===== src/design/fcrm_pkg.sv =====
// Shared types, widths and constants of the frequency ratio monitor.
`timescale 1ns / 1ps

package fcrm_pkg;

    localparam int FREQ_W    = 16;
    localparam int CNT_W     = 16;
    localparam int RATIO_W   = 23;
    localparam int SCALE_W   = 7;
    localparam int ADDR_W    = 4;
    localparam int DATA_W    = 32;
    localparam int STEP_W    = $clog2(RATIO_W);

    localparam logic [SCALE_W-1:0] RATIO_SCALE = SCALE_W'(100);
    localparam logic [CNT_W-1:0]   MAX_COUNT   = {CNT_W{1'b1}};

    localparam logic [FREQ_W-1:0] THRESH_RESET  = FREQ_W'(20);
    localparam logic [FREQ_W-1:0] RATIO_RESET   = FREQ_W'(130);
    localparam logic [FREQ_W-1:0] PERSIST_RESET = FREQ_W'(400);

    // register index, taken from paddr[3:2]
    typedef enum logic [1:0] {
        REG_THRESH  = 2'd0,
        REG_RATIO   = 2'd1,
        REG_PERSIST = 2'd2
    } reg_idx_t;

    typedef enum logic [1:0] {
        ACK_WAIT_RISE = 2'd0,
        ACK_WAIT_FALL = 2'd1,
        ACK_HOLDOFF   = 2'd2
    } ack_phase_t;

    typedef enum logic [3:0] {
        S_IDLE   = 4'b0001,
        S_PREP   = 4'b0010,
        S_DIV    = 4'b0100,
        S_COMMIT = 4'b1000
    } state_t;

    typedef struct packed {
        logic [FREQ_W-1:0] compare_threshold;
        logic [FREQ_W-1:0] ratio_limit;
        logic [FREQ_W-1:0] persist_limit;
    } cfg_t;

    typedef struct packed {
        logic load;
        logic prep;
        logic div_step;
        logic commit;
    } cmd_t;

    typedef struct packed {
        logic active;
        logic div_last;
        logic out_free;
    } sts_t;

endpackage


===== src/design/dual_channel_frequency_ratio_monitor_top.sv =====
// Top level of the dual channel frequency ratio monitor.
`timescale 1ns / 1ps

//  channel   direction  handshake             payload
//  input     in         in_valid / in_stall   local_freq .. ack_request (one tick)
//  output    out        out_valid / out_stall freq_error, mismatch_count,
//                                             ratio_percent, compare_active
//  config    in         APB psel / penable    paddr, pwdata, prdata
//
//  An item with an active comparison goes from accept to the next accept
//  through capture, prepare, the bit-serial divider (one quotient bit per
//  cycle) and commit. A skipped comparison goes from prepare straight to
//  commit. The result is visible in the cycle after the commit.
//  rst_n clears the counter, the error latch, the acknowledge phase, the
//  sequencer and the limits (20, 130, 400). A held result in the output
//  register does not block the next accept; only the commit waits on it.

module dual_channel_frequency_ratio_monitor_top
    import fcrm_pkg::*;
(
    input  logic               clk,
    input  logic               rst_n,

    // input items
    input  logic               in_valid,
    output logic               in_stall,
    input  logic [FREQ_W-1:0]  local_freq,
    input  logic [FREQ_W-1:0]  remote_freq,
    input  logic               muting,
    input  logic               local_standstill,
    input  logic               remote_standstill,
    input  logic               params_complete,
    input  logic               ack_request,

    // result items
    output logic               out_valid,
    input  logic               out_stall,
    output logic               freq_error,
    output logic [CNT_W-1:0]   mismatch_count,
    output logic [RATIO_W-1:0] ratio_percent,
    output logic               compare_active,

    // register port
    input  logic               psel,
    input  logic               penable,
    input  logic               pwrite,
    input  logic [ADDR_W-1:0]  paddr,
    input  logic [DATA_W-1:0]  pwdata,
    output logic [DATA_W-1:0]  prdata,
    output logic               pready
);

    cfg_t cfg;
    cmd_t cmd;
    sts_t sts;

    // limit registers
    fcrm_cfg u_cfg (
        .clk     (clk),
        .rst_n   (rst_n),
        .psel    (psel),
        .penable (penable),
        .pwrite  (pwrite),
        .paddr   (paddr),
        .pwdata  (pwdata),
        .prdata  (prdata),
        .pready  (pready),
        .cfg     (cfg)
    );

    // sequencer: one item at a time through prepare, divide (active comparisons only), commit
    fcrm_ctrl u_ctrl (
        .clk      (clk),
        .rst_n    (rst_n),
        .in_valid (in_valid),
        .in_stall (in_stall),
        .sts      (sts),
        .cmd      (cmd)
    );

    // divider, persistence counter, error latch, acknowledge phase, output register
    fcrm_dp u_dp (
        .clk               (clk),
        .rst_n             (rst_n),
        .local_freq        (local_freq),
        .remote_freq       (remote_freq),
        .muting            (muting),
        .local_standstill  (local_standstill),
        .remote_standstill (remote_standstill),
        .params_complete   (params_complete),
        .ack_request       (ack_request),
        .cfg               (cfg),
        .cmd               (cmd),
        .sts               (sts),
        .out_valid         (out_valid),
        .out_stall         (out_stall),
        .freq_error        (freq_error),
        .mismatch_count    (mismatch_count),
        .ratio_percent     (ratio_percent),
        .compare_active    (compare_active)
    );

endmodule


===== src/design/fcrm_cfg.sv =====
// APB register file holding the three monitor limits.
`timescale 1ns / 1ps

module fcrm_cfg
    import fcrm_pkg::*;
(
    input  logic              clk,
    input  logic              rst_n,
    input  logic              psel,
    input  logic              penable,
    input  logic              pwrite,
    input  logic [ADDR_W-1:0] paddr,
    input  logic [DATA_W-1:0] pwdata,
    output logic [DATA_W-1:0] prdata,
    output logic              pready,
    output cfg_t              cfg
);

    cfg_t cfg_reg;
    cfg_t cfg_next;
    logic wr_en;

    assign pready = 1'b1;
    assign wr_en  = psel & penable & pwrite;

    always_comb
    begin
        cfg_next = cfg_reg;
        if (wr_en)
        begin
            case (paddr[3:2])
                REG_THRESH:  cfg_next.compare_threshold = pwdata[FREQ_W-1:0];
                REG_RATIO:   cfg_next.ratio_limit       = pwdata[FREQ_W-1:0];
                REG_PERSIST: cfg_next.persist_limit     = pwdata[FREQ_W-1:0];
                default:     cfg_next = cfg_reg;
            endcase
        end
    end

    always_comb
    begin
        case (paddr[3:2])
            REG_THRESH:  prdata = DATA_W'(cfg_reg.compare_threshold);
            REG_RATIO:   prdata = DATA_W'(cfg_reg.ratio_limit);
            REG_PERSIST: prdata = DATA_W'(cfg_reg.persist_limit);
            default:     prdata = '0;
        endcase
    end

    always_ff @(posedge clk or negedge rst_n)
    begin
        if (!rst_n)
        begin
            cfg_reg.compare_threshold <= THRESH_RESET;
            cfg_reg.ratio_limit       <= RATIO_RESET;
            cfg_reg.persist_limit     <= PERSIST_RESET;
        end
        else
        begin
            cfg_reg <= cfg_next;
        end
    end

    assign cfg = cfg_reg;

endmodule


===== src/design/fcrm_ctrl.sv =====
// Sequencer: accept, prepare, divide, commit.
`timescale 1ns / 1ps

module fcrm_ctrl
    import fcrm_pkg::*;
(
    input  logic clk,
    input  logic rst_n,
    input  logic in_valid,
    output logic in_stall,
    input  sts_t sts,
    output cmd_t cmd
);

    state_t state_reg;
    state_t state_next;

    assign in_stall = (state_reg != S_IDLE);

    always_comb
    begin
        state_next   = state_reg;
        cmd          = '0;
        case (state_reg)
            S_IDLE:
            begin
                if (in_valid)
                begin
                    cmd.load   = 1'b1;
                    state_next = S_PREP;
                end
            end
            S_PREP:
            begin
                cmd.prep   = 1'b1;
                state_next = sts.active ? S_DIV : S_COMMIT;
            end
            S_DIV:
            begin
                cmd.div_step = 1'b1;
                if (sts.div_last)
                begin
                    state_next = S_COMMIT;
                end
            end
            S_COMMIT:
            begin
                // hold until the output register has room
                if (sts.out_free)
                begin
                    cmd.commit = 1'b1;
                    state_next = S_IDLE;
                end
            end
            default:
            begin
                state_next = S_IDLE;
            end
        endcase
    end

    always_ff @(posedge clk or negedge rst_n)
    begin
        if (!rst_n)
        begin
            state_reg <= S_IDLE;
        end
        else
        begin
            state_reg <= state_next;
        end
    end

endmodule


===== src/design/fcrm_dp.sv =====
// Datapath: input capture, bit-serial ratio divider, counter, latch, output register.
`timescale 1ns / 1ps

module fcrm_dp
    import fcrm_pkg::*;
(
    input  logic               clk,
    input  logic               rst_n,
    input  logic [FREQ_W-1:0]  local_freq,
    input  logic [FREQ_W-1:0]  remote_freq,
    input  logic               muting,
    input  logic               local_standstill,
    input  logic               remote_standstill,
    input  logic               params_complete,
    input  logic               ack_request,
    input  cfg_t               cfg,
    input  cmd_t               cmd,
    output sts_t               sts,
    output logic               out_valid,
    input  logic               out_stall,
    output logic               freq_error,
    output logic [CNT_W-1:0]   mismatch_count,
    output logic [RATIO_W-1:0] ratio_percent,
    output logic               compare_active
);

    // captured item
    logic [FREQ_W-1:0]  lf_reg;
    logic [FREQ_W-1:0]  rf_reg;
    logic               mute_reg;
    logic               lstill_reg;
    logic               rstill_reg;
    logic               complete_reg;
    logic               ack_reg;

    // divider
    logic [RATIO_W-1:0] num_reg;
    logic [RATIO_W-1:0] num_next;
    logic [FREQ_W-1:0]  div_reg;
    logic [FREQ_W-1:0]  div_next;
    logic [FREQ_W-1:0]  rem_reg;
    logic [FREQ_W-1:0]  rem_next;
    logic [STEP_W-1:0]  step_reg;
    logic [STEP_W-1:0]  step_next;

    // monitor state
    logic [CNT_W-1:0]   cnt_reg;
    logic [CNT_W-1:0]   cnt_next;
    logic               err_reg;
    logic               err_next;
    ack_phase_t         ack_phase_reg;
    ack_phase_t         ack_phase_next;

    // output register
    logic               out_valid_reg;
    logic               out_valid_next;
    logic               freq_error_reg;
    logic [CNT_W-1:0]   mismatch_count_reg;
    logic [RATIO_W-1:0] ratio_percent_reg;
    logic               compare_active_reg;

    logic [FREQ_W-1:0]  lf_adj;
    logic [FREQ_W-1:0]  rf_adj;
    logic [FREQ_W-1:0]  larger;
    logic [FREQ_W-1:0]  smaller;
    logic               active;
    logic [FREQ_W:0]    rem_shift;
    logic [FREQ_W:0]    rem_diff;
    logic               q_bit;
    logic [CNT_W-1:0]   cnt_inc;

    // zero reads as one
    assign lf_adj  = (lf_reg == '0) ? FREQ_W'(1) : lf_reg;
    assign rf_adj  = (rf_reg == '0) ? FREQ_W'(1) : rf_reg;
    assign larger  = (lf_adj > rf_adj) ? lf_adj : rf_adj;
    assign smaller = (lf_adj > rf_adj) ? rf_adj : lf_adj;
    assign active  = complete_reg & ~mute_reg & ~(lstill_reg & rstill_reg)
                   & ~((lf_adj < cfg.compare_threshold) & (rf_adj < cfg.compare_threshold));

    // restoring division, one quotient bit per step
    assign rem_shift = {rem_reg, num_reg[RATIO_W-1]};
    assign rem_diff  = rem_shift - {1'b0, div_reg};
    assign q_bit     = (rem_shift >= {1'b0, div_reg});

    always_comb
    begin
        num_next  = num_reg;
        div_next  = div_reg;
        rem_next  = rem_reg;
        step_next = step_reg;
        if (cmd.prep)
        begin
            // a skipped comparison leaves a zero ratio in place
            num_next  = active ? (RATIO_W'(larger) * RATIO_W'(RATIO_SCALE)) : '0;
            div_next  = smaller;
            rem_next  = '0;
            step_next = STEP_W'(RATIO_W - 1);
        end
        else if (cmd.div_step)
        begin
            num_next  = {num_reg[RATIO_W-2:0], q_bit};
            rem_next  = q_bit ? rem_diff[FREQ_W-1:0] : rem_shift[FREQ_W-1:0];
            step_next = step_reg - STEP_W'(1);
        end
    end

    assign sts.active   = active;
    assign sts.div_last = (step_reg == '0);
    assign sts.out_free = ~out_valid_reg | ~out_stall;

    assign cnt_inc = (cnt_reg != MAX_COUNT) ? (cnt_reg + CNT_W'(1)) : cnt_reg;

    always_comb
    begin
        cnt_next       = cnt_reg;
        err_next       = err_reg;
        ack_phase_next = ack_phase_reg;
        if (cmd.commit)
        begin
            if (!complete_reg)
            begin
                cnt_next = '0;
                err_next = 1'b0;
            end
            else if (!active)
            begin
                cnt_next = '0;
            end
            else if (num_reg > RATIO_W'(cfg.ratio_limit))
            begin
                cnt_next = cnt_inc;
                if (cnt_inc > cfg.persist_limit)
                begin
                    err_next = 1'b1;
                end
            end
            else if (cnt_reg != '0)
            begin
                cnt_next = cnt_reg - CNT_W'(1);
            end

            // acknowledge: rise, then fall clears, then a holdoff for one committed item
            case (ack_phase_reg)
                ACK_WAIT_RISE:
                begin
                    if (ack_reg)
                    begin
                        ack_phase_next = ACK_WAIT_FALL;
                    end
                end
                ACK_WAIT_FALL:
                begin
                    if (!ack_reg)
                    begin
                        ack_phase_next = ACK_HOLDOFF;
                        cnt_next       = '0;
                        err_next       = 1'b0;
                    end
                end
                default:
                begin
                    ack_phase_next = ACK_WAIT_RISE;
                end
            endcase
        end
    end

    always_comb
    begin
        if (cmd.commit)
        begin
            out_valid_next = 1'b1;
        end
        else
        begin
            out_valid_next = out_valid_reg & out_stall;
        end
    end

    always_ff @(posedge clk or negedge rst_n)
    begin
        if (!rst_n)
        begin
            cnt_reg       <= '0;
            err_reg       <= 1'b0;
            ack_phase_reg <= ACK_WAIT_RISE;
            out_valid_reg <= 1'b0;
            step_reg      <= '0;
        end
        else
        begin
            cnt_reg       <= cnt_next;
            err_reg       <= err_next;
            ack_phase_reg <= ack_phase_next;
            out_valid_reg <= out_valid_next;
            step_reg      <= step_next;
        end
    end

    always_ff @(posedge clk)
    begin
        num_reg <= num_next;
        div_reg <= div_next;
        rem_reg <= rem_next;
        if (cmd.load)
        begin
            lf_reg       <= local_freq;
            rf_reg       <= remote_freq;
            mute_reg     <= muting;
            lstill_reg   <= local_standstill;
            rstill_reg   <= remote_standstill;
            complete_reg <= params_complete;
            ack_reg      <= ack_request;
        end
        if (cmd.commit)
        begin
            freq_error_reg     <= err_next;
            mismatch_count_reg <= cnt_next;
            ratio_percent_reg  <= num_reg;
            compare_active_reg <= active;
        end
    end

    assign out_valid      = out_valid_reg;
    assign freq_error     = freq_error_reg;
    assign mismatch_count = mismatch_count_reg;
    assign ratio_percent  = ratio_percent_reg;
    assign compare_active = compare_active_reg;

endmodule

===== config.mk =====
export PLATFORM = sky130hd
export DESIGN_NAME = dual_channel_frequency_ratio_monitor_top
export DESIGN_NICKNAME = d
export VERILOG_FILES = /design/src/design/fcrm_pkg.sv /design/src/design/dual_channel_frequency_ratio_monitor_top.sv /design/src/design/fcrm_cfg.sv /design/src/design/fcrm_ctrl.sv /design/src/design/fcrm_dp.sv
export SDC_FILE = /design/constraint.sdc
export NUM_CORES = 1
export LEC_CHECK = 0
export ABC_CLOCK_PERIOD_IN_PS = 9120
export BUFFER_PORTS_ARGS = -buffer_cell sky130_fd_sc_hd__buf_2
export CORE_ASPECT_RATIO = 2
export CORE_UTILIZATION = 50
export CTS_BUF_LIST = sky130_fd_sc_hd__clkbuf_4 sky130_fd_sc_hd__clkbuf_8
export CTS_CLUSTER_SIZE = 16
export DETAILED_ROUTE_END_ITERATION = 12
export PLACE_DENSITY = 0.77
export SLEW_MARGIN = 30
export SYNTH_ARGS = -nofsm -noshare
export SYNTH_HDL_FRONTEND = slang
export SYNTH_SLANG_ARGS = --single-unit

===== constraint.sdc =====
create_clock -name clk -period 9.12 [get_ports clk]
set_input_delay 0.456 -clock clk [delete_from_list [all_inputs] [get_ports clk]]
set_output_delay 0.456 -clock clk [all_outputs]
set_load 0.01 [all_outputs]

==> impl_metrics.json, run 1 <==
{
  "status": "completed",
  "area_delta_synth_final_pct": 13.2,
  "hold_path_class": "primary input to flop",
  "hold_path_end": "u_dp.lf_reg[2]$_DFFE_PP_",
  "nets": 1724,
  "drt_pass1_iterations": 5,
  "post-place-ws_ns": 1.83,
  "die_h_um": 236,
  "p_per_area_mw_per_mm2": 333,
  "synth_top_cell_by_area": "edfxtp_1",
  "synth_fa_ha_area_share_pct": 15.1,
  "wl_per_cell_um": 19.3,
  "drv_cap": 0,
  "grt_first_pass_wirelength_um": 56800,
  "avgViaCountPerCell": 5.82,
  "start_kind": "flop",
  "slew_violations": 0,
  "die_area_mm2": 0.0281,
  "max_freq_mhz": 135,
  "regToRegEndpoint": "u_dp.num_reg[22]$_DFFE_PP_",
  "grt_max_degree": 78,
  "ys.flop_type": "edfxtp_1",
  "total_power_mw": 5.17,
  "synth_top_family_by_area": "adder cells",
  "h-tree-depth": 1,
  "routabilityCongestion": 0.937,
  "r2r_cells": 24,
  "drive_above_1_share_pct": 17.2,
  "cts_resized": 0,
  "first_global_vias": 11300,
  "synthCells": 1373,
  "worstSetupPathType": "flop to flop",
  "vias": 10800,
  "synth_mux_area_share_pct": 6.65,
  "die_w_um": 119,
  "min_from": "local_freq[2]",
  "setup_viol": 0,
  "hold_buffers": 27,
  "clock-sinks": 210,
  "cts_root_buf": "clkbuf_8",
  "tightest_slew_ns": 0.930,
  "clk_pin_slew_ns": 0.07,
  "hpwl_um": 27900,
  "cts_tree": "done",
  "grt_usage_pct": 26.0,
  "wl_um": 36000,
  "start_util_pct": 50.9,
  "cp.required_ns": 9.45,
  "grt_setup_unrepaired": "no",
  "yosysSeqAreaShare_pct": 42.1,
  "cts.path.max_buffers": 3,
  "leakagePower_nw": 6.95,
  "synth_top_cell_area_share_pct": 25.6,
  "ir_drop_mv": 0.164,
  "ys_ff_latch": 210,
  "cts_made_buffers": 30,
  "synthXorXnorAreaFrac_pct": 2.68,
  "skew_ns": 0.0517,
  "fin_ws_ns": 1.70,
  "yosys.area_share.simple_pct": 12.3,
  "synth.distinct_cells": 76,
  "io_pins": 156,
  "end_kind": "flop",
  "coreArea_mm2": 0.0269,
  "largest_register_ffs": 48,
  "crit_arrival_ns": 7.74,
  "drt_iter0_drc": 668,
  "synth_area_mm2": 0.0137,
  "antenna_found_initial": 1,
  "utilization_pct": 57.7,
  "worst_skew_pair.late_latency_ns": 0.61,
  "synth_compound_area_share_pct": 13.3,
  "crit_fanout": 27,
  "min_period_over_period_pct": 81.3,
  "syn_area_per_cell_um2": 9.98,
  "yosys_warnings": 0,
  "synth_edf_count": 117,
  "io_buffers": 120,
  "antenna_left": 0,
  "drc": 0,
  "rows": 85,
  "dp.cells": 1775,
  "post-route-min-period_ns": 7.42,
  "stdcell_count": 1859,
  "relSlewSlack_pct": 37.6,
  "synthTopCellsByArea": "edfxtp_1 26%, ha_1 13%, dfrtp_1 13%",
  "grt_remaining_overflow": 0,
  "finalSetupTns_ns": 0,
  "post_cts_buffers": 0,
  "hold_viol": 0,
  "reg2reg_setup_slack_ns": 1.70,
  "synthArstFlopShare_pct": 36.7,
  "hold_path_depth": 1,
  "r2r_start": "u_dp.lf_reg[3]$_DFFE_PP_"
}
==> power by group <==
part | internal, mW | switching, mW
Sequential | 1.24 | 0.195
Clock | 0.553 | 0.387
Combinational | 1.15 | 1.63
==> Yosys cell counts (3+ instances only) <==
cell         n
nand2_1    126
dfxtp_1     16
a21oi_1     38
a41oi_1      4
dfstp_2      8
a211oi_1    11
dfrtp_1     69
buf_4       22
buf_2       10
o2bb2ai_1    3
mux2i_1     37
a21o_1      23
nor3_1      28
a211o_1      3
or3_1        8
mux2_2      48
o221ai_1     3
o22ai_1     13
o21a_1      11
nor4_1      17
edfxtp_1   117
xnor2_1     21
o311ai_0     8
o41ai_1      3
nor2b_1      7
clkbuf_1    56
ha_1       147
or4_1        3
nand3b_1     7
nand3_1     32
xor2_1      21
o211ai_1     5
or2_2        3
nand2b_1     9
fa_1        11
nor2_1      48
a31oi_1     15
o31a_1       3
o31ai_1     14
inv_1      161
nand4_1     30
and3_1       3
nor3b_1      3
o21ai_0     91
a22o_1      14
==> cells in the final DEF, fill, tap and decap left out, types with 16 or more instances in the layout <==
master / count
inv_1: 161
buf_2: 119
o21ai_0: 91
a21o_1: 23
xnor2_1: 21
mux2i_1: 37
ha_1: 147
mux2_2: 48
dlygate4sd3_1: 27
nand3_1: 32
nor4_1: 17
xor2_1: 21
clkbuf_8: 32
a21oi_1: 38
dfxtp_1: 16
nand4_1: 30
nand2_1: 126
nor2_1: 47
edfxtp_1: 117
conb_1: 17
dfrtp_1: 69
nor3_1: 27
==> logic make-up (layout without fill, tap and decap cells) <==
logic type | after synthesis | after routing
AO/OA/AOI/OAI | 281 | 281
XOR/XNOR | 42 | 42
adder cells (fa/ha/maj) | 159 | 159
buffers and inverters | 254 | 376
flip-flops | 210 | 210
multiplexers | 85 | 85
other | 2 | 18
AND/OR/NAND/NOR | 340 | 340
==> layout make-up <==
class / instances / area (µm²)
Fill cell: 2298 / 11400
Multi-Input combinational cell: 924 / 6970
Sequential cell: 210 / 5770
Timing Repair Buffer: 157 / 972
Inverter: 163 / 612
Clock buffer: 38 / 485
Tap cell: 348 / 435
Clock inverter: 18 / 274
Antenna cell: 1 / 2.50
==> worst max-delay path, cell delays in order (launching register included) <==
cell and delay [ns]:
edfxtp_1 0.54, nor4_1 0.39, a41oi_1 0.37, ha_1 0.33, maj3_1 0.34, o21ai_0 0.16
a21o_1 0.14, a21oi_1 0.10, a31oi_4 0.65, buf_4 0.42, mux2_2 0.42, ha_1 0.29
ha_1 0.28, inv_1 0.05, fa_1 0.49, inv_1 0.04, ha_1 0.39, o21ai_0 0.10
nor2_1 0.15, o2111a_1 0.23, nor3_1 0.07, o41ai_1 0.64, a31oi_1 0.19, xnor2_1 0.15
a22o_1 0.19
==> how the worst max path moves through the flow <==
stage / startpoint / endpoint / slack [ns] / cells past startpoint
4_1_cts: u_dp.lf_reg[3]$_DFFE_PP_ / u_dp.num_reg[22]$_DFFE_PP_ / 1.75 / 24
2_1_floorplan: u_dp.lf_reg[3]$_DFFE_PP_ / u_dp.num_reg[22]$_DFFE_PP_ / 3.09 / 25
3_3_place_gp: u_dp.lf_reg[3]$_DFFE_PP_ / u_dp.num_reg[22]$_DFFE_PP_ / 1.99 / 24
5_1_grt: u_dp.lf_reg[3]$_DFFE_PP_ / u_dp.num_reg[22]$_DFFE_PP_ / 1.31 / 24
6_report: u_dp.lf_reg[3]$_DFFE_PP_ / u_dp.num_reg[22]$_DFFE_PP_ / 1.70 / 24
3_5_place_dp: u_dp.lf_reg[3]$_DFFE_PP_ / u_dp.num_reg[22]$_DFFE_PP_ / 1.83 / 24
==> metal layers <==
metal  global-route usage (%)  vias up  routed length [µm]
li1                         -     5112                   -
met1                     24.2     5196               12100
met2                     49.5      363               19400
met3                     2.56      150                1280
met4                     22.0        0                3200
met5                        0        -                   0
==> metrics by stage <==
step	hold slack [ns]	instance area, µm²
after CTS	0.000772	15500
after global placement	0.466	14500
final	0.0410	15500
after detailed placement	0.472	14500
after global routing	0.00999	15500
after floorplan	0.160	13800
No activity file was read; power rests on OpenSTA's default activity.
==> run 2, diff against run 1 <==
- ABC_CLOCK_PERIOD_IN_PS: 9120 -> 7200
- clock period: 9.12 -> 7.2 ns (I/O delays scaled with it)
==> run 2 against run 1 <==
Effect of this change: critical path depth stayed put; final cell count is 1.2% higher; hold slack worse by 0.0013 ns; non-clock buffer count is 18 higher; core utilization is 0.44 points higher; worst setup slack worse by 1.3 ns; critical path type unchanged; largest power group unchanged.
==> impl_metrics.json, run 2 (same netlist as run 1, synthesis figures left out) <==
{
  "r2r_start": "u_dp.lf_reg[1]$_DFFE_PP_",
  "cpLargestDelayFamily": "compound AO/OA/AOI/OAI gates",
  "reg2reg_setup_slack_ns": 0.44,
  "vias": 10800,
  "wl_per_cell_um": 19.0,
  "avgViaCountPerCell": 5.72,
  "hpwl_um": 28000,
  "n_antenna_cell": 0,
  "ir_drop_mv": 0.226,
  "wl_um": 35800,
  "drt_pass1_iterations": 5,
  "hold_path_depth": 3,
  "post-route-cell-area_mm2": 0.0156,
  "multi_input_area_mm2": 0.00698,
  "drive_above_1_share_pct": 17.7,
  "post_cts_buffers": 0,
  "min_period_over_period_pct": 93.8,
  "die_area_mm2": 0.0281,
  "cp.required_ns": 7.48,
  "min_from": "pwdata[4]",
  "largest_register_ffs": 48,
  "hold_path_end": "u_cfg.cfg[4]$_DFFE_PN1P_",
  "place_area_mm2": 0.0145,
  "crit_fanout": 31,
  "nFillCells": 2275,
  "utilization_pct": 58.1,
  "die_w_um": 119,
  "slowest_stage": "o41ai_1",
  "grt_remaining_overflow": 0,
  "nets": 1746,
  "worst_skew_pair.late_latency_ns": 0.57,
  "seqCellArea_mm2": 0.00577,
  "cts_root_buf": "clkbuf_8",
  "drc": 0,
  "grt_first_pass_wirelength_um": 56600,
  "die_h_um": 236,
  "p_per_area_mw_per_mm2": 415,
  "first_global_vias": 11100,
  "antenna_found_initial": 0,
  "hold_viol": 0,
  "cp_common_cell": "ha_1",
  "r2r_cells": 24,
  "layout_commonest_cell": "inv_1",
  "clock-sinks": 210,
  "crit_arrival_ns": 7.04,
  "coreArea_mm2": 0.0269,
  "post-route-min-period_ns": 6.76,
  "finalSetupTns_ns": 0,
  "regToRegEndpoint": "u_dp.num_reg[22]$_DFFE_PP_",
  "area_delta_synth_final_pct": 14.1,
  "drt_iter0_drc": 614,
  "max_freq_mhz": 148,
  "setup_viol": 0,
  "critical-path-max-stage-delay_ns": 0.60,
  "relSlewSlack_pct": 39.2,
  "cts_tree": "done",
  "post-place-ws_ns": 0.572,
  "tightest_slew_ns": 0.910,
  "clk_pin_slew_ns": 0.07,
  "path_cells": "nor4_1 > a41oi_1 > ha_1 > maj3_1 > o21ai_0 > a21o_1 > a21oi_1 > a31oi_4 > buf_4 > mux2_2 > ha_1 > ha_1 > inv_1 > fa_1 > inv_1 > ha_1 > o21ai_0 > nor2_1 > o2111a_1 > nor3_1 > o41ai_1 > a31oi_1 > xnor2_1 > a22o_1",
  "antenna_left": 0,
  "status": "completed",
  "skew_ns": 0.0420,
  "h-tree-depth": 2,
  "rows": 85,
  "end_kind": "flop",
  "drv_cap": 0,
  "slew_violations": 0,
  "cts.path.max_buffers": 3,
  "hold_path_class": "primary input to flop",
  "total_power_mw": 6.49,
  "io_pins": 156,
  "fin_ws_ns": 0.444,
  "grt_usage_pct": 26.1,
  "grt_setup_unrepaired": "no",
  "start_kind": "flop",
  "grt_max_degree": 78,
  "final_cell_mix": "161 x inv_1, 147 x ha_1, 126 x nand2_1, 119 x buf_2, 117 x edfxtp_1",
  "path_buf_inv": 3,
  "start_util_pct": 50.9,
  "io_buffers": 120,
  "routabilityCongestion": 0.997,
  "cts_made_buffers": 34,
  "leakagePower_nw": 7.01,
  "worstSetupPathType": "flop to flop"
}
==> run 2: cell types whose count changed in the layout (fill, tap and decap cells not counted), moves of 2 or more <==
cell / delta
clkinv_2: -2
bufinv_16: -6
buf_4: +6
clkbuf_4: +5
dlygate4sd3_1: +12
clkbuf_8: +7
==> run 2: timing repair <==
item                                   in CTS  in global routing
hold buffers                               39                  0
endpoints found under the hold margin     107                  0
gates resized for setup                     0                  0
==> run 2: worst min-delay path: cells and delay by family <==
| family | cells | cell delay [ns] |
|---|---|---|
| simple gates | 1 | 0.05 |
| compound gates | 1 | 0.07 |
| buf+inv | 1 | 0.12 |
==> run 2: through the flow <==
step	hold WS, ns	instances
2_1_floorplan	0.0644	1388
3_3_place_gp	0.467	1780
3_5_place_dp	0.450	1781
4_1_cts	0.00553	1881
5_1_grt	0.0321	1881
6_report	0.0397	1881
==> run 2: how the worst max path moves through the flow <==
stage	from	end	slack, ns	cells after the start
after floorplan	u_dp.lf_reg[3]$_DFFE_PP_	u_dp.num_reg[22]$_DFFE_PP_	1.17	25
after global placement	u_dp.lf_reg[1]$_DFFE_PP_	u_dp.num_reg[22]$_DFFE_PP_	0.68	24
after detailed placement	u_dp.lf_reg[1]$_DFFE_PP_	u_dp.num_reg[22]$_DFFE_PP_	0.57	24
after CTS	u_dp.lf_reg[1]$_DFFE_PP_	u_dp.num_reg[22]$_DFFE_PP_	0.50	24
after global routing	u_dp.lf_reg[1]$_DFFE_PP_	u_dp.num_reg[22]$_DFFE_PP_	0.08	24
final	u_dp.lf_reg[1]$_DFFE_PP_	u_dp.num_reg[22]$_DFFE_PP_	0.44	24
==> run 2: final cells by class <==
cell class	instances	area share, %
inverters	163	3.91
flip-flops and latches	210	36.9
repair buffers	175	7.27
clock buffers	50	3.96
well taps	348	2.78
multi-input cells	924	44.6
clock inverters	11	0.536
==> run 2: where the power goes <==
part | internal (mW) | switching (mW)
registers | 1.58 | 0.236
clock network | 0.591 | 0.487
logic | 1.48 | 2.12
total | 3.65 | 2.84
==> run 2: layer usage <==
layer  global-route usage (%)  wire (µm)  vias up
li1                         -          -     5155
met1                     23.9      11700     5069
met2                     48.7      19300      378
met3                     3.94       1470      159
met4                     23.2       3350        0
met5                        0          0        -
==> run 3, diff against run 2 <==
- ABC_CLOCK_PERIOD_IN_PS: 7200 -> 6800
- clock period: 7.2 -> 6.8 ns (I/O delays scaled with it)
==> run 3 against run 2 <==
Effect of this change: register-to-register slack got worse by 0.25 ns; first-iteration DRC count rose by 3.4%; design area rose by 1.5%; total power up 7.2%; final cell count is 1.3% higher; worst setup slack got worse by 0.25 ns; via count up 2.6%; clock skew grew 0.0034 ns; clock-buffer cell count decreased by 10; sequential power is 4% higher; combinational power grew 10%; largest power group unchanged.
==> impl_metrics.json, run 3 (same netlist as run 1, synthesis figures left out) <==
{
  "status": "completed",
  "tightest_slew_ns": 0.961,
  "routabilityCongestion": 0.959,
  "wl_per_cell_um": 19.3,
  "p_clk_share_pct": 15.9,
  "cp.required_ns": 7.14,
  "drive_above_1_share_pct": 18.1,
  "hpwl_um": 28300,
  "p_sw_share_pct": 44.1,
  "drv_cap": 0,
  "end_kind": "flop",
  "relSlewSlack_pct": 35.8,
  "p_per_area_mw_per_mm2": 438,
  "layout_commonest_cell": "inv_1",
  "clock-sinks": 210,
  "rows": 85,
  "skew_ns": 0.0454,
  "clk_pin_slew_ns": 0.07,
  "wl_um": 36800,
  "grt_remaining_overflow": 0,
  "grt_setup_unrepaired": "no",
  "first_global_vias": 11300,
  "grt_first_pass_wirelength_um": 57300,
  "h-tree-depth": 1,
  "grt_max_degree": 78,
  "fin_ws_ns": 0.191,
  "slew_violations": 0,
  "hold_viol": 0,
  "cts_tree": "done",
  "ir_drop_mv": 0.353,
  "crit_arrival_ns": 6.95,
  "cts_root_buf": "clkbuf_8",
  "die_area_mm2": 0.0281,
  "total_power_mw": 6.95,
  "worstSetupPathType": "flop to flop",
  "cts_made_buffers": 30,
  "nFillCells": 2254,
  "avgViaCountPerCell": 5.80,
  "p_int_mw": 3.89,
  "coreArea_mm2": 0.0269,
  "combPwrFrac_pct": 56.9,
  "cts.path.max_buffers": 3,
  "worst_skew_pair.late_latency_ns": 0.62,
  "drt_iter0_drc": 635,
  "final_cell_mix": "161 x inv_1, 147 x ha_1, 126 x nand2_1, 119 x buf_2, 117 x edfxtp_1",
  "die_w_um": 119,
  "drc": 0,
  "reg2reg_setup_slack_ns": 0.19,
  "die_h_um": 236,
  "hold_path_class": "primary input to flop",
  "post-route-min-period_ns": 6.61,
  "start_util_pct": 50.9,
  "power_frac_seq_pct": 27.2,
  "start_kind": "flop",
  "post-place-ws_ns": 0.110,
  "antenna_found_initial": 1,
  "grt_usage_pct": 26.5,
  "largest_register_ffs": 48,
  "p_sw_mw": 3.07,
  "io_buffers": 120,
  "leakagePower_nw": 7.12,
  "multi_input_area_mm2": 0.00701,
  "min_period_over_period_pct": 97.2,
  "setup_viol": 0,
  "max_freq_mhz": 151,
  "vias": 11000,
  "nets": 1770,
  "finalSetupTns_ns": 0,
  "antenna_left": 0,
  "seqCellArea_mm2": 0.00577,
  "io_pins": 156,
  "drt_pass1_iterations": 6,
  "crit_fanout": 7,
  "area_delta_synth_final_pct": 15.9
}
run 3: changes by cell type in the layout (fill, tap and decap cells not counted), moves of 2 or more:
cell	change
buf_4	+12
clkbuf_4	-4
bufinv_16	+2
clkinv_2	+4
clkbuf_8	-6
dlygate4sd3_1	+14
clkinvlp_4	-2
run 3: per-stage QoR:
stage               hold WS, ns  utilization (%)  instance area [µm²]  cells
floorplan                0.0444                -                13800   1388
global placement          0.466             54.2                14600   1792
detailed placement        0.432             54.4                14600   1793
CTS                     0.00736             58.8                15800   1902
global route             0.0467             59.0                15900   1905
finish                   0.0307             59.0                15900   1905
run 3: power by group through the flow:
stage | Sequential (mW) | Combinational, mW | Clock [mW]
CTS | 1.89 | 3.87 | 1.12
floorplan | 1.84 | 2.88 | 0
finish | 1.89 | 3.96 | 1.10
global placement | 1.90 | 3.66 | 0
global route | 1.92 | 4.44 | 1.17
detailed placement | 1.91 | 3.82 | 0
run 3: final timing paths:
path	start	depth (start not counted)	to
worst max-delay path	u_dp.lf_reg[14]$_DFFE_PP_	24	u_dp.num_reg[19]$_DFFE_PP_
worst min-delay path	pwdata[13]	3	u_cfg.cfg[45]$_DFFE_PN0P_
worst max register to register	u_dp.lf_reg[14]$_DFFE_PP_	24	u_dp.num_reg[19]$_DFFE_PP_
worst min register to register	u_dp.ack_phase_reg[0]$_DFFE_PN0P_	2	u_dp.ack_phase_reg[0]$_DFFE_PN0P_
max in group asynchronous	rst_n	2	u_dp.step_reg[2]$_DFFE_PN0P_
min in group asynchronous	rst_n	2	u_cfg.cfg[5]$_DFFE_PN0P_
run 3: critical path: stages, from the launching register on:
cell and delay, ns:
edfxtp_1 0.54, nor4_1 0.43, a41oi_1 0.25, ha_1 0.26
maj3_1 0.34, o21ai_0 0.16, a21o_1 0.13, a21oi_1 0.15
a31oi_4 0.37, buf_12 0.16, mux2_2 0.38, ha_1 0.30
ha_1 0.28, inv_1 0.05, fa_1 0.50, inv_1 0.04
ha_1 0.38, a21o_1 0.22, a21o_1 0.17, o31a_1 0.24
o21ai_0 0.34, a21o_1 0.20, nand3b_1 0.10, xor2_1 0.15
a22o_1 0.19
run 3: routing by layer:
metal | vias to the layer above | wire length (µm) | track usage (%)
met5 | - | 0 | 0
met4 | 0 | 3630 | 24.1
met3 | 181 | 1430 | 2.85
met2 | 406 | 19700 | 49.8
met1 | 5245 | 12000 | 24.3
li1 | 5212 | - | -
run 3: cell type report:
class	instances	share of cell area (%)
well taps	348	2.74
clock buffers	40	3.19
diodes	1	0.0158
inverters	163	3.85
repair buffers	202	8.74
multi-input cells	925	44.2
flip-flops and latches	210	36.3
clock inverters	16	0.961
run 3: timing repair:
action                                  4_1_cts  5_1_grt
gates resized for setup                       0        3
endpoints found under the hold margin       139        0
endpoints found under the setup margin        0        6
buffers inserted                              0        1
hold buffers                                 53        0
